[config.mk]
export PLATFORM = sky130hd
export DESIGN_NAME = timed_bidirectional_relay_sequencer
export DESIGN_NICKNAME = d
export VERILOG_FILES = /design/src/sv/trbs_pkg.sv /design/src/sv/trbs_button.sv /design/src/sv/trbs_seq.sv /design/src/sv/timed_bidirectional_relay_sequencer.sv
export SDC_FILE = /design/constraint.sdc
export NUM_CORES = 1
export LEC_CHECK = 0
export BUFFER_PORTS_ARGS = -buffer_cell sky130_fd_sc_hd__buf_2
export CAP_MARGIN = 20
export CORE_UTILIZATION = 50
export DETAILED_ROUTE_END_ITERATION = 12
export GPL_TIMING_DRIVEN = 0
export PLACE_DENSITY_LB_ADDON = 0.08
export SLEW_MARGIN = 25
export SYNTH_ARGS = -nofsm -noshare
export SYNTH_HDL_FRONTEND = slang
export SYNTH_SLANG_ARGS = --single-unit
[constraint.sdc]
create_clock -name clk -period 4.5 [get_ports clk]
set_clock_uncertainty 0.2 [all_clocks]
set_input_delay 0.675 -clock clk [delete_from_list [all_inputs] [get_ports clk]]
set_output_delay 0.675 -clock clk [all_outputs]
set_load 0.005 [all_outputs]
[src/sv/trbs_pkg.sv]
// ----------------------------------------------------------------------------
// trbs_pkg
// Shared types and constants for the timed bidirectional relay sequencer.
// ----------------------------------------------------------------------------
package trbs_pkg;

  localparam int unsigned CfgIndexWidth = 3;

  localparam logic [15:0] EnterDelayReset   = 16'd40000;
  localparam logic [15:0] ExitDelayReset    = 16'd15000;
  localparam logic [15:0] LongPressReset    = 16'd1000;
  localparam logic [15:0] PanicTimeoutReset = 16'd1500;
  localparam logic [7:0]  DebounceReset     = 8'd10;

  typedef enum logic [CfgIndexWidth-1:0] {
    CFG_ENTER_DELAY   = 3'd0,
    CFG_EXIT_DELAY    = 3'd1,
    CFG_LONG_PRESS    = 3'd2,
    CFG_PANIC_TIMEOUT = 3'd3,
    CFG_DEBOUNCE      = 3'd4
  } cfg_index_t;

  typedef enum logic [2:0] {
    MODE_MANUAL   = 3'd0,
    MODE_R_ENTER  = 3'd1,
    MODE_R_UPDATE = 3'd2,
    MODE_R_EXIT   = 3'd3,
    MODE_L_ENTER  = 3'd4,
    MODE_L_UPDATE = 3'd5,
    MODE_L_EXIT   = 3'd6,
    MODE_PANIC    = 3'd7
  } mode_t;

  typedef struct packed {
    logic panic_level;
    logic right_level;
    logic left_level;
  } in_item_t;

  typedef struct packed {
    logic       relay_forward;
    logic       relay_reverse;
    logic [2:0] mode_code;
    logic       auto_flag;
  } out_item_t;

  typedef struct packed {
    logic [15:0] enter_delay_ms;
    logic [15:0] exit_delay_ms;
    logic [15:0] long_press_ms;
    logic [15:0] panic_timeout_ms;
    logic [7:0]  debounce_ms;
  } cfg_t;

  // Per-button events for one tick.
  typedef struct packed {
    logic pressed;
    logic released;
    logic long_press;
  } btn_evt_t;

endpackage

[src/sv/trbs_button.sv]
// ----------------------------------------------------------------------------
// trbs_button
// Debounce and hold timer for one active-low button.
// ----------------------------------------------------------------------------
module trbs_button
  import trbs_pkg::*;
(
  input  logic        clk,
  input  logic        rst,
  input  logic        tick,
  input  logic        level,
  input  logic [7:0]  debounce_ms,
  input  logic [15:0] long_press_ms,
  output btn_evt_t    evt
);

  logic        down;
  logic        down_next;
  logic [7:0]  count;
  logic [7:0]  count_next;
  logic [15:0] hold;
  logic [15:0] hold_next;
  logic [7:0]  need;
  logic [7:0]  count_inc;
  logic [15:0] hold_inc;
  logic        low;

  assign low       = ~level;
  assign need      = (debounce_ms == 8'd0) ? 8'd1 : debounce_ms;
  assign count_inc = (count == 8'hFF) ? count : count + 8'd1;
  assign hold_inc  = (down && hold != 16'hFFFF) ? hold + 16'd1 : hold;

  always_comb begin
    down_next        = down;
    count_next       = count;
    hold_next        = hold_inc;
    evt.pressed      = 1'b0;
    evt.released     = 1'b0;
    // A press always restarts the hold count, so only a button that was
    // already down can show a long hold on this tick.
    evt.long_press   = down && (hold_inc > long_press_ms);
    if (!down) begin
      if (low) begin
        if (count_inc >= need) begin
          down_next   = 1'b1;
          count_next  = 8'd0;
          hold_next   = 16'd0;
          evt.pressed = 1'b1;
        end else begin
          count_next = count_inc;
        end
      end else begin
        count_next = 8'd0;
      end
    end else if (!low) begin
      down_next    = 1'b0;
      count_next   = 8'd0;
      evt.released = 1'b1;
    end
  end

  always_ff @(posedge clk) begin
    if (rst) begin
      down  <= 1'b0;
      count <= 8'd0;
      hold  <= 16'd0;
    end else if (tick) begin
      down  <= down_next;
      count <= count_next;
      hold  <= hold_next;
    end
  end

endmodule

[src/sv/trbs_seq.sv]
// ----------------------------------------------------------------------------
// trbs_seq
// Eight-state relay sequencer with its elapsed-time counter.
// ----------------------------------------------------------------------------
module trbs_seq
  import trbs_pkg::*;
(
  input  logic      clk,
  input  logic      rst,
  input  logic      tick,
  input  cfg_t      cfg,
  input  btn_evt_t  panic_evt,
  input  btn_evt_t  right_evt,
  input  btn_evt_t  left_evt,
  output out_item_t result
);

  mode_t       mode;
  mode_t       mode_next;
  logic [15:0] elapsed;
  logic [15:0] elapsed_next;
  logic        cycling;
  logic        cycling_next;
  logic [1:0]  relay;
  logic [1:0]  relay_next;
  logic [15:0] elapsed_inc;

  assign elapsed_inc = (elapsed == 16'hFFFF) ? elapsed : elapsed + 16'd1;

  always_comb begin
    mode_next    = mode;
    elapsed_next = elapsed_inc;
    cycling_next = cycling;
    relay_next   = relay;
    if (mode != MODE_PANIC && panic_evt.pressed) begin
      // Forced panic keeps the relays and the running time for this tick.
      mode_next = MODE_PANIC;
    end else begin
      unique case (mode)
        MODE_MANUAL: begin
          if (right_evt.released) begin
            mode_next    = MODE_R_ENTER;
            elapsed_next = 16'd0;
            cycling_next = right_evt.long_press;
          end else if (left_evt.released) begin
            mode_next    = MODE_L_ENTER;
            elapsed_next = 16'd0;
            cycling_next = left_evt.long_press;
          end
        end
        MODE_R_ENTER, MODE_L_ENTER: begin
          if (!(cycling && elapsed_inc < cfg.enter_delay_ms)) begin
            elapsed_next = 16'd0;
            if (mode == MODE_R_ENTER) begin
              relay_next = 2'b01;
              mode_next  = MODE_R_UPDATE;
            end else begin
              relay_next = 2'b10;
              mode_next  = MODE_L_UPDATE;
            end
          end
        end
        MODE_R_UPDATE, MODE_L_UPDATE: begin
          if (elapsed_inc > cfg.panic_timeout_ms) begin
            mode_next    = MODE_PANIC;
            elapsed_next = 16'd0;
          end else if (mode == MODE_R_UPDATE && right_evt.released) begin
            mode_next    = MODE_R_EXIT;
            elapsed_next = 16'd0;
          end else if (mode == MODE_L_UPDATE && left_evt.released) begin
            mode_next    = MODE_L_EXIT;
            elapsed_next = 16'd0;
          end
        end
        MODE_R_EXIT, MODE_L_EXIT: begin
          if (!(cycling && elapsed_inc < cfg.exit_delay_ms)) begin
            relay_next   = 2'b00;
            elapsed_next = 16'd0;
            if (!cycling) begin
              mode_next = MODE_MANUAL;
            end else if (mode == MODE_R_EXIT) begin
              mode_next = MODE_L_ENTER;
            end else begin
              mode_next = MODE_R_ENTER;
            end
          end
        end
        MODE_PANIC: begin
          relay_next = 2'b00;
          if (panic_evt.pressed) begin
            mode_next    = MODE_MANUAL;
            elapsed_next = 16'd0;
          end
        end
        default: begin
          mode_next = MODE_MANUAL;
        end
      endcase
    end
  end

  // The result shows the state after this tick.
  always_comb begin
    result.relay_forward = relay_next[0];
    result.relay_reverse = relay_next[1];
    result.mode_code     = mode_next;
    result.auto_flag     = cycling_next;
  end

  always_ff @(posedge clk) begin
    if (rst) begin
      mode    <= MODE_MANUAL;
      elapsed <= 16'd0;
      cycling <= 1'b0;
      relay   <= 2'b00;
    end else if (tick) begin
      mode    <= mode_next;
      elapsed <= elapsed_next;
      cycling <= cycling_next;
      relay   <= relay_next;
    end
  end

endmodule

[src/sv/timed_bidirectional_relay_sequencer.sv]
// ----------------------------------------------------------------------------
// timed_bidirectional_relay_sequencer
// Top level: configuration registers, button debouncers, sequencer and a
// two-entry result buffer.
// ----------------------------------------------------------------------------
// Each input beat is one millisecond tick carrying three active-low button
// levels. The block takes one beat per clock while in_stall is low and
// registers each result beat; the whole tick update is combinational from
// the stored button and sequencer state to the result register. A two-entry
// result buffer lets one more tick enter while a result is stalled, and
// in_stall rises only when both entries are full. Configuration writes are
// accepted in every cycle and take effect from the next tick.
module timed_bidirectional_relay_sequencer
  import trbs_pkg::*;
(
  input  logic                     clk,
  input  logic                     rst,
  input  logic                     in_valid,
  output logic                     in_stall,
  input  in_item_t                 in_data,
  output logic                     out_valid,
  input  logic                     out_stall,
  output out_item_t                out_data,
  input  logic                     cfg_valid,
  output logic                     cfg_ready,
  input  logic [CfgIndexWidth-1:0] cfg_index,
  input  logic [15:0]              cfg_data
);

  cfg_t      cfg;
  btn_evt_t  panic_evt;
  btn_evt_t  right_evt;
  btn_evt_t  left_evt;
  out_item_t result;
  out_item_t skid_data;
  logic      skid_valid;
  logic      tick;
  logic      take_out;

  assign cfg_ready = 1'b1;
  assign in_stall  = skid_valid;
  assign tick      = in_valid && !skid_valid;
  assign take_out  = out_valid && !out_stall;

  always_ff @(posedge clk) begin
    if (rst) begin
      cfg.enter_delay_ms   <= EnterDelayReset;
      cfg.exit_delay_ms    <= ExitDelayReset;
      cfg.long_press_ms    <= LongPressReset;
      cfg.panic_timeout_ms <= PanicTimeoutReset;
      cfg.debounce_ms      <= DebounceReset;
    end else if (cfg_valid && cfg_ready) begin
      unique case (cfg_index)
        CFG_ENTER_DELAY:   cfg.enter_delay_ms   <= cfg_data;
        CFG_EXIT_DELAY:    cfg.exit_delay_ms    <= cfg_data;
        CFG_LONG_PRESS:    cfg.long_press_ms    <= cfg_data;
        CFG_PANIC_TIMEOUT: cfg.panic_timeout_ms <= cfg_data;
        CFG_DEBOUNCE:      cfg.debounce_ms      <= cfg_data[7:0];
        default: begin
        end
      endcase
    end
  end

  trbs_button u_panic (
    .clk           (clk),
    .rst           (rst),
    .tick          (tick),
    .level         (in_data.panic_level),
    .debounce_ms   (cfg.debounce_ms),
    .long_press_ms (cfg.long_press_ms),
    .evt           (panic_evt)
  );

  trbs_button u_right (
    .clk           (clk),
    .rst           (rst),
    .tick          (tick),
    .level         (in_data.right_level),
    .debounce_ms   (cfg.debounce_ms),
    .long_press_ms (cfg.long_press_ms),
    .evt           (right_evt)
  );

  trbs_button u_left (
    .clk           (clk),
    .rst           (rst),
    .tick          (tick),
    .level         (in_data.left_level),
    .debounce_ms   (cfg.debounce_ms),
    .long_press_ms (cfg.long_press_ms),
    .evt           (left_evt)
  );

  trbs_seq u_seq (
    .clk       (clk),
    .rst       (rst),
    .tick      (tick),
    .cfg       (cfg),
    .panic_evt (panic_evt),
    .right_evt (right_evt),
    .left_evt  (left_evt),
    .result    (result)
  );

  // The skid entry only ever holds the younger of two results, so draining
  // it into the output register keeps the beats in order.
  always_ff @(posedge clk) begin
    if (rst) begin
      out_valid  <= 1'b0;
      skid_valid <= 1'b0;
    end else if (skid_valid) begin
      if (take_out) begin
        skid_valid <= 1'b0;
      end
    end else if (tick) begin
      if (!out_valid || take_out) begin
        out_valid <= 1'b1;
      end else begin
        skid_valid <= 1'b1;
      end
    end else if (take_out) begin
      out_valid <= 1'b0;
    end
  end

  always_ff @(posedge clk) begin
    if (skid_valid) begin
      if (take_out) begin
        out_data <= skid_data;
      end
    end else if (tick) begin
      if (!out_valid || take_out) begin
        out_data <= result;
      end else begin
        skid_data <= result;
      end
    end
  end

endmodule

==> results of run 1 <==
==> per-stage QoR <==
step / hold WS [ps] / instance area (sq um) / setup TNS (ps) / util, % / worst slack (ps)
finish: 257.4 / 12390 / 0 / 60.83 / 40.18
global route: 273.1 / 12390 / -276.1 / 60.83 / -90.78
CTS: 255.8 / 11850 / 0 / 58.17 / 7.248
detailed placement: 246.5 / 10930 / -20580 / 53.67 / -948.3
global placement: 242.7 / 10920 / -20820 / 53.64 / -988.4
floorplan: 236.3 / 10430 / 0 / - / 49.91
==> Yosys cell counts, types with 15 or more instances <==
cell type    n
o21a_1      15
nand2_1    206
nand4_1     24
dfxtp_1    155
o21ai_0     26
a32o_1      15
a22oi_1     22
clkbuf_1    49
inv_1       82
o211ai_1    31
nor2_1     107
nor3_1      19
xnor2_1     51
ha_1       107
xor2_1      18
a21oi_1    105
nand3_1     48
==> repair_timing <==
item | CTS | global route
resized for setup | 30 | 75
gates cloned | 0 | 1
setup buffers | 15 | 24
pin swaps | 15 | 42
endpoints found under the setup margin | 32 | 28
hold endpoints to repair | 0 | 0
==> worst min-delay path by stage <==
stage                     cells past startpoint                 start                   end  slack (ps)
after floorplan                               2  cfg[13]$_SDFFE_PP0P_  cfg[13]$_SDFFE_PP0P_         240
after global placement                        2  cfg[55]$_SDFFE_PP0P_  cfg[55]$_SDFFE_PP0P_         240
after detailed placement                      2  cfg[60]$_SDFFE_PP0P_  cfg[60]$_SDFFE_PP0P_         250
after CTS                                     2  cfg[63]$_SDFFE_PP0P_  cfg[63]$_SDFFE_PP0P_         260
after global routing                          2  cfg[34]$_SDFFE_PP0P_  cfg[34]$_SDFFE_PP0P_         270
final                                         2  cfg[46]$_SDFFE_PP0P_  cfg[46]$_SDFFE_PP0P_         260
==> cells by family (layout without fill, tap and decap cells) <==
kind of cell,Yosys count,in the layout
and+or+nand+nor,477,477
xor gates and xnor gates,70,70
buffers and inverters,139,242
AOI/OAI and AO/OA,310,310
DFF,167,167
muxes,10,10
adders and majority gates,107,107
other,1,1
==> sequential cells by signal (all words and copies together), names as in the netlist, 6 cells and up <==
name	flops
cfg	72
out_data	6
skid_data	6
u_left.count	8
u_left.hold	16
u_panic.count	8
u_right.count	8
u_right.hold	16
u_seq.elapsed	16
==> critical path, delay by kind of cell (launching register included) <==
kind | cells | cell delay [ps]
AOI/OAI and AO/OA | 2 | 430
muxes | 1 | 270
buffers and inverters | 2 | 300
adders and majority gates | 1 | 280
DFF | 1 | 410
xor gates and xnor gates | 1 | 200
and+or+nand+nor | 11 | 2090
==> layer usage <==
metal / up-vias / track usage, % / routed length (microns)
li1: 4756 / - / -
met1: 4661 / 39.57 / 14650
met2: 280 / 48.29 / 14600
met3: 69 / 5.500 / 1663
met4: 0 / 10.52 / 875
met5: - / 0 / 0
==> area by class of cell <==
class,count,area [sq um],area share (%)
plain buffers,55,234.0,1.889
well taps,270,337.8,2.727
inverters,83,311.5,2.515
repair buffers,72,498.0,4.020
clock buffers,19,454.2,3.666
flip-flops and latches,167,3502,28.27
clock inverters,13,156.4,1.263
multi-input cells,975,6894,55.65
==> power by group through the flow <==
stage	sequential, mW	combinational [mW]	clock, mW
floorplan	1.58	0.222	0
global placement	1.59	0.353	0
detailed placement	1.59	0.358	0
CTS	1.55	0.374	1.57
global route	1.55	0.464	1.64
finish	1.55	0.429	1.56
==> key figures, run 1 <==
Outcome
  • Status: complete, no violations

Finish
  • Layout cell share with drive strength beyond 1: 14.88%
  • Most frequent cells in the layout: nand2_1 (204), dfxtp_1 (138), a21oi_1 (105), nor2_1 (103), ha_1 (102)
  • Antenna cells: 0
  • Layout fillers: 1843
  • Post-route insts no fill: roughly 1700
  • Synth-to-layout area growth: 18.83%
  • Layout Nets: between 1500 and 2000
  • Commonest non-fill, non-tap cell in the layout: nand2_1

Timing
  • Slew @ Worst Pin: 1015 ps
  • Final slew viol count: 0
  • RSZ-0062 raised after global routing: true
  • Final setup fails: 0
  • Normalized max-slew margin: about 32%
  • Final hold vios: 0
  • F_max: 224.2 MHz
  • Period utilisation layout: roughly 100%
  • Fin crit period: between 4000 and 5000 ps

Power
  • Leakage: between 4 and 5 nW
  • Clock power share: between 40 and 50%
  • Comb power frac: 12.1%
  • Net Switching: a little under 1 mW
  • Total power draw: about 3.5 mW
  • Sequential Power Share: between 40 and 50%
  • Power density over the cells: 285.5 nW/um^2
  • Worst VDD drop: 0.0002277 V
  • Cell Int Power: 2.552 mW
  • Sw Share: between 20 and 30%

Setup path
  • CP Capture Type: register
  • Max FO, Critical Path: 4
  • R2R depth: 18
  • Setup crit end: out_data[1]$_DFFE_PP_
  • RR Startpoint: u_seq.elapsed[6]$_SDFFE_PP0P_
  • FF-to-FF End: out_data[1]$_DFFE_PP_
  • Critical Path Source: u_seq.elapsed[6]$_SDFFE_PP0P_
  • Crit start category: register
  • Crit path DAT: ~4500 ps
  • R2R Setup Slk: 40 ps
  • Req. time, crit path: 4490 ps
  • Setup CP Type: reg2reg
  • Worst path cell trace: nand4_2, nor4_4, nor4_4, and2_4, nand3_4, nor2_4, xor2_4, buf_4, ha_1, nand3_1, nor3_1, nand3_1, a21o_1, a21oi_2, buf_4, nor3_1, or4_4, mux2_4
  • CP max stage delay: about 520 ps
  • CP max-delay cell: or4_4

Synth
  • Post-synthesis simple-gate area fraction: about a fifth
  • Mapped Cells: 1281
  • Mux cell area share after synthesis: between 1 and 1.5%
  • Library cells used by synthesis: around 80
  • Seq cells post-synth: ~170
  • Syn. warnings: 0
  • Mean Syn Cell Area: 8.138 sq um
  • Area contributors post-synth: dfxtp_1 (30%), ha_1 (13%), nand2_1 (7.4%), a21oi_1 (5.0%), xnor2_1 (4.3%)
  • Post-synth ARST share: 0%
  • Main flop type after synthesis: dfxtp_1
  • Largest area contributor in the netlist: dfxtp_1
  • Syn_nets: approximately 1400
  • Synth Area in XOR/XNOR: 6.061%
  • Post-synthesis adder-cell area fraction: 12.84%
  • Register area share after synthesis: about 33%
  • Synth Area in Compound Gates: approximately a fifth
  • Post-synth EDFFs: 12
  • Main combinational cell family by area after synthesis: simple AND/OR/NAND/NOR gates
  • Post-synthesis cell area: between 10000 and 15000 sq um
  • Post-synth top area share: 29.76%

Die
  • Area of the core: 20360 sq um
  • Row Count: 52
  • DIE AREA: ~21000 sq um
  • DIE WIDTH: around 150 microns
  • Die H: ~150 microns
  • Boundary Pins: 36
  • Initial Utilization: about 51%

Placed design
  • Cells after DPL: around 1600
  • Port Buffers: 32
  • Post-DP HPWL: 22650 microns
  • Final GP Congestion: 0.9203

Clock tree
  • Root buffer cell: clkbuf_16
  • TritonCTS Sinks: ~170
  • Longest Clk Path Bufs: 2
  • TritonCTS clock tree: yes
  • Clock Latency Late Sink: 440 ps
  • CTS buffer count: 17
  • Hold_buf cts: 0
  • Clk slew on worst S/H paths: approximately 70 ps
  • H-Tree Depth: 4

Drt
  • Number of DRC markers in iteration 0: around 790
  • Post-route DRC: 0
  • WL final: 31790 microns
  • Routed length per instance: between 15 and 20 microns
  • Final ANT Viol Nets: 0
  • Vias/cell: approximately 5.9
  • TritonRoute pass-1 iters: 8
  • Via count: 9766

Global route
  • Overflow after GRT: 0
  • Vias in the first global route: between 9000 and 10000
  • Total track usage: slightly below 30%
  • Global-route wire length before repair: 49420 microns
  • Largest net degree at the start of global routing: 17
  • Antenna violations before repair: 0

Flow run
  • Max_cap viols: 0

Min path
  • Worst hold path type: reg2reg
No activity file was read; power rests on OpenSTA's default activity.
==> inputs of run 2 (changes only) <==
CORE_ASPECT_RATIO = 2   (was unset)
==> key figures, run 2 (synthesis results as in run 1) <==
Outcome
  • Status: complete, no violations (unchanged)

Global route
  • Global-route wire length before repair: 51480 microns (was 49420 microns)
  • Total track usage: 31.92% (was 29.78%)
  • Largest net degree at the start of global routing: 17 (unchanged)
  • Antenna violations before repair: 0 (unchanged)
  • Vias in the first global route: 9502 (was 9157)
  • Overflow after GRT: 0 (unchanged)

Finish
  • Layout Nets: 1505 (unchanged)
  • Most frequent cells in the layout: nand2_1 (201), dfxtp_1 (136), nor2_1 (103), a21oi_1 (102), ha_1 (98) (was nand2_1 (204), dfxtp_1 (138), a21oi_1 (105), nor2_1 (103), ha_1 (102))
  • Antenna cells: 0 (unchanged)
  • Layout fillers: 1891 (was 1843)
  • Layout cell share with drive strength beyond 1: 16.47% (was 14.88%)
  • Multi-input gate area: 7071 sq um (was 6894 sq um)
  • Commonest non-fill, non-tap cell in the layout: nand2_1 (unchanged)
  • Synth-to-layout area growth: 20.68% (was 18.83%)
  • Reg area: 3510 sq um (was 3502 sq um)
  • Cell area after layout: 12580 sq um (was 12390 sq um)
  • Max FFs per register: 72 (unchanged)
  • Post-route insts no fill: 1650 (was 1654)
  • Largest register by flop count: cfg (unchanged)

Setup path
  • FF-to-FF End: out_data[1]$_DFFE_PP_ (unchanged)
  • Crit path DAT: 4470 ps (was 4450 ps)
  • R2R depth: 14 (was 18)
  • CP max stage delay: 570 ps (was 520 ps)
  • Worst path cell trace: nand2_1, nor4_4, and2_4, nand4_1, xnor2_4, ha_4, and4_4, a2111oi_2, o21ai_1, buf_4, o21ai_2, o41ai_1, or4_4, mux2_4 (was nand4_2, nor4_4, nor4_4, and2_4, nand3_4, nor2_4, xor2_4, buf_4, ha_1, nand3_1, nor3_1, nand3_1, a21o_1, a21oi_2, buf_4, nor3_1, or4_4, mux2_4)
  • R2R Setup Slk: 20 ps (was 40 ps)
  • CP Capture Type: register (unchanged)
  • RR Startpoint: u_seq.elapsed[6]$_SDFFE_PP0P_ (unchanged)
  • Max FO, Critical Path: 4 (unchanged)
  • Crit start category: register (unchanged)
  • CP max-delay cell: or4_4 (unchanged)
  • Critical Path Source: u_seq.elapsed[6]$_SDFFE_PP0P_ (unchanged)
  • Setup CP Type: reg2reg (unchanged)
  • Req. time, crit path: 4500 ps (was 4490 ps)

Clock tree
  • CTS buffer count: 17 (unchanged)
  • Root buffer cell: clkbuf_16 (unchanged)
  • Longest Clk Path Bufs: 2 (unchanged)
  • Clk slew on worst S/H paths: 70 ps (about the same)
  • Hold_buf cts: 0 (unchanged)
  • H-Tree Depth: 4 (unchanged)
  • Clock Latency Late Sink: 440 ps (about the same)
  • TritonCTS Sinks: 167 (unchanged)
  • TritonCTS clock tree: yes (unchanged)

Timing
  • F_max: 223.3 MHz (was 224.2 MHz)
  • WHS: 255.6 ps (was 257.4 ps)
  • Period utilisation layout: 99.51% (was 99.11%)
  • RSZ-0062 raised after global routing: true (unchanged)
  • Final slew viol count: 0 (unchanged)
  • Final setup fails: 0 (unchanged)
  • Fin crit period: 4478 ps (was 4460 ps)
  • Total Neg Setup Slack: 0 ps (unchanged)
  • Normalized max-slew margin: 33.75% (was 32.34%)
  • Slack of the critical path: 22.06 ps (was 40.18 ps)
  • Final hold vios: 0 (unchanged)
  • Slew @ Worst Pin: 985.4 ps (was 1015 ps)

Die
  • Area of the core: 20460 sq um (was 20360 sq um)
  • Initial Utilization: 50.95% (was 51.19%)
  • DIE AREA: 21470 sq um (was 21430 sq um)
  • DIE WIDTH: 104.1 microns (was 146.4 microns)
  • Die H: 206.2 microns (was 146.4 microns)
  • Row Count: 74 (was 52)
  • Boundary Pins: 36 (unchanged)

Placed design
  • Cells after DPL: 1579 (was 1583)
  • Port Buffers: 32 (unchanged)
  • Post-DP HPWL: 25090 microns (was 22650 microns)
  • Place WS: -1041 ps (was -948.3 ps)
  • Placed Area: 10930 sq um (about the same)
  • Final GP Congestion: 0.9642 (was 0.9203)

Drt
  • Post-route DRC: 0 (unchanged)
  • WL final: 33570 microns (was 31790 microns)
  • Final ANT Viol Nets: 0 (unchanged)
  • Number of DRC markers in iteration 0: 397 (was 791)
  • Via count: 9841 (was 9766)
  • TritonRoute pass-1 iters: 5 (was 8)
  • Routed length per instance: 20.35 microns (was 19.22 microns)
  • Vias/cell: 5.964 (was 5.904)

Flow run
  • Max_cap viols: 0 (unchanged)

Power
  • Power density over the cells: 285.7 nW/um^2 (was 285.5 nW/um^2)
  • Worst VDD drop: 0.0002674 V (was 0.0002277 V)
  • Leakage: 5.021 nW (was 4.987 nW)

Min path
  • Hold_sp: cfg[70]$_SDFFE_PP0P_ (was cfg[46]$_SDFFE_PP0P_)
  • Worst hold path type: reg2reg (unchanged)
  • Hold path depth: 2 (unchanged)
  • WHS Endpoint: cfg[70]$_SDFFE_PP0P_ (was cfg[46]$_SDFFE_PP0P_)
[run 2: cell types whose count changed in the layout (fill, tap and decap cells not counted), sizes merged]
cell,change
inv,-7
clkinv,+3
bufinv,+2
buf,+1
clkbuf,+1
[run 2: final cells by class]
cell class	count	share of cell area [%]
timing repair buffer	72	3.720
inverter	83	2.476
tap	266	2.645
sequential	167	27.90
multi-input combinational	975	56.20
clock inverter	11	1.333
buffer	55	1.820
clock buffer	21	3.909
[run 2: how the worst max path moves through the flow]
stage,cells past startpoint,endpoint
final,14,out_data[1]$_DFFE_PP_
after global routing,15,out_data[1]$_DFFE_PP_
after CTS,16,out_data[1]$_DFFE_PP_
after detailed placement,16,out_data[1]$_DFFE_PP_
after global placement,16,out_data[1]$_DFFE_PP_
after floorplan,18,u_seq.elapsed[0]$_SDFFE_PP0P_
[run 2: worst max-delay path, delay by kind of cell, from the launching register on]
family / cells / cell delay [ps]
mux: 1 / 270
xor+xnor: 1 / 400
buf+inv: 1 / 190
compound gates: 4 / 680
flops: 1 / 430
simple gates: 6 / 1800
fa+ha+maj: 1 / 270
[run 2: where the power goes]
part           total (mW)  switching [mW]  internal, mW
sequential           1.55          0.0209          1.53
clock                1.65           0.642          1.01
combinational       0.397           0.265         0.133
[run 2: per-stage QoR]
| step | util [%] | power [mW] |
|---|---|---|
| global placement | 53.36 | 1.939 |
| floorplan | - | 1.805 |
| global route | 61.48 | 3.708 |
| CTS | 59.02 | 3.590 |
| finish | 61.48 | 3.594 |
| detailed placement | 53.39 | 1.943 |
[run 2: repair_timing]
action / CTS / global route
setup endpoints to repair: 33 / 25
resized for setup: 57 / 78
pin swaps: 19 / 45
setup buffers: 22 / 18
[run 2: per-layer routing]
metal / vias to the layer above / GRT usage [%] / wire length, microns
met5: - / 0 / 0
met4: 0 / 25.05 / 2942
met3: 138 / 5.235 / 1057
met2: 260 / 61.90 / 18080
met1: 4682 / 29.08 / 11490
li1: 4761 / - / -
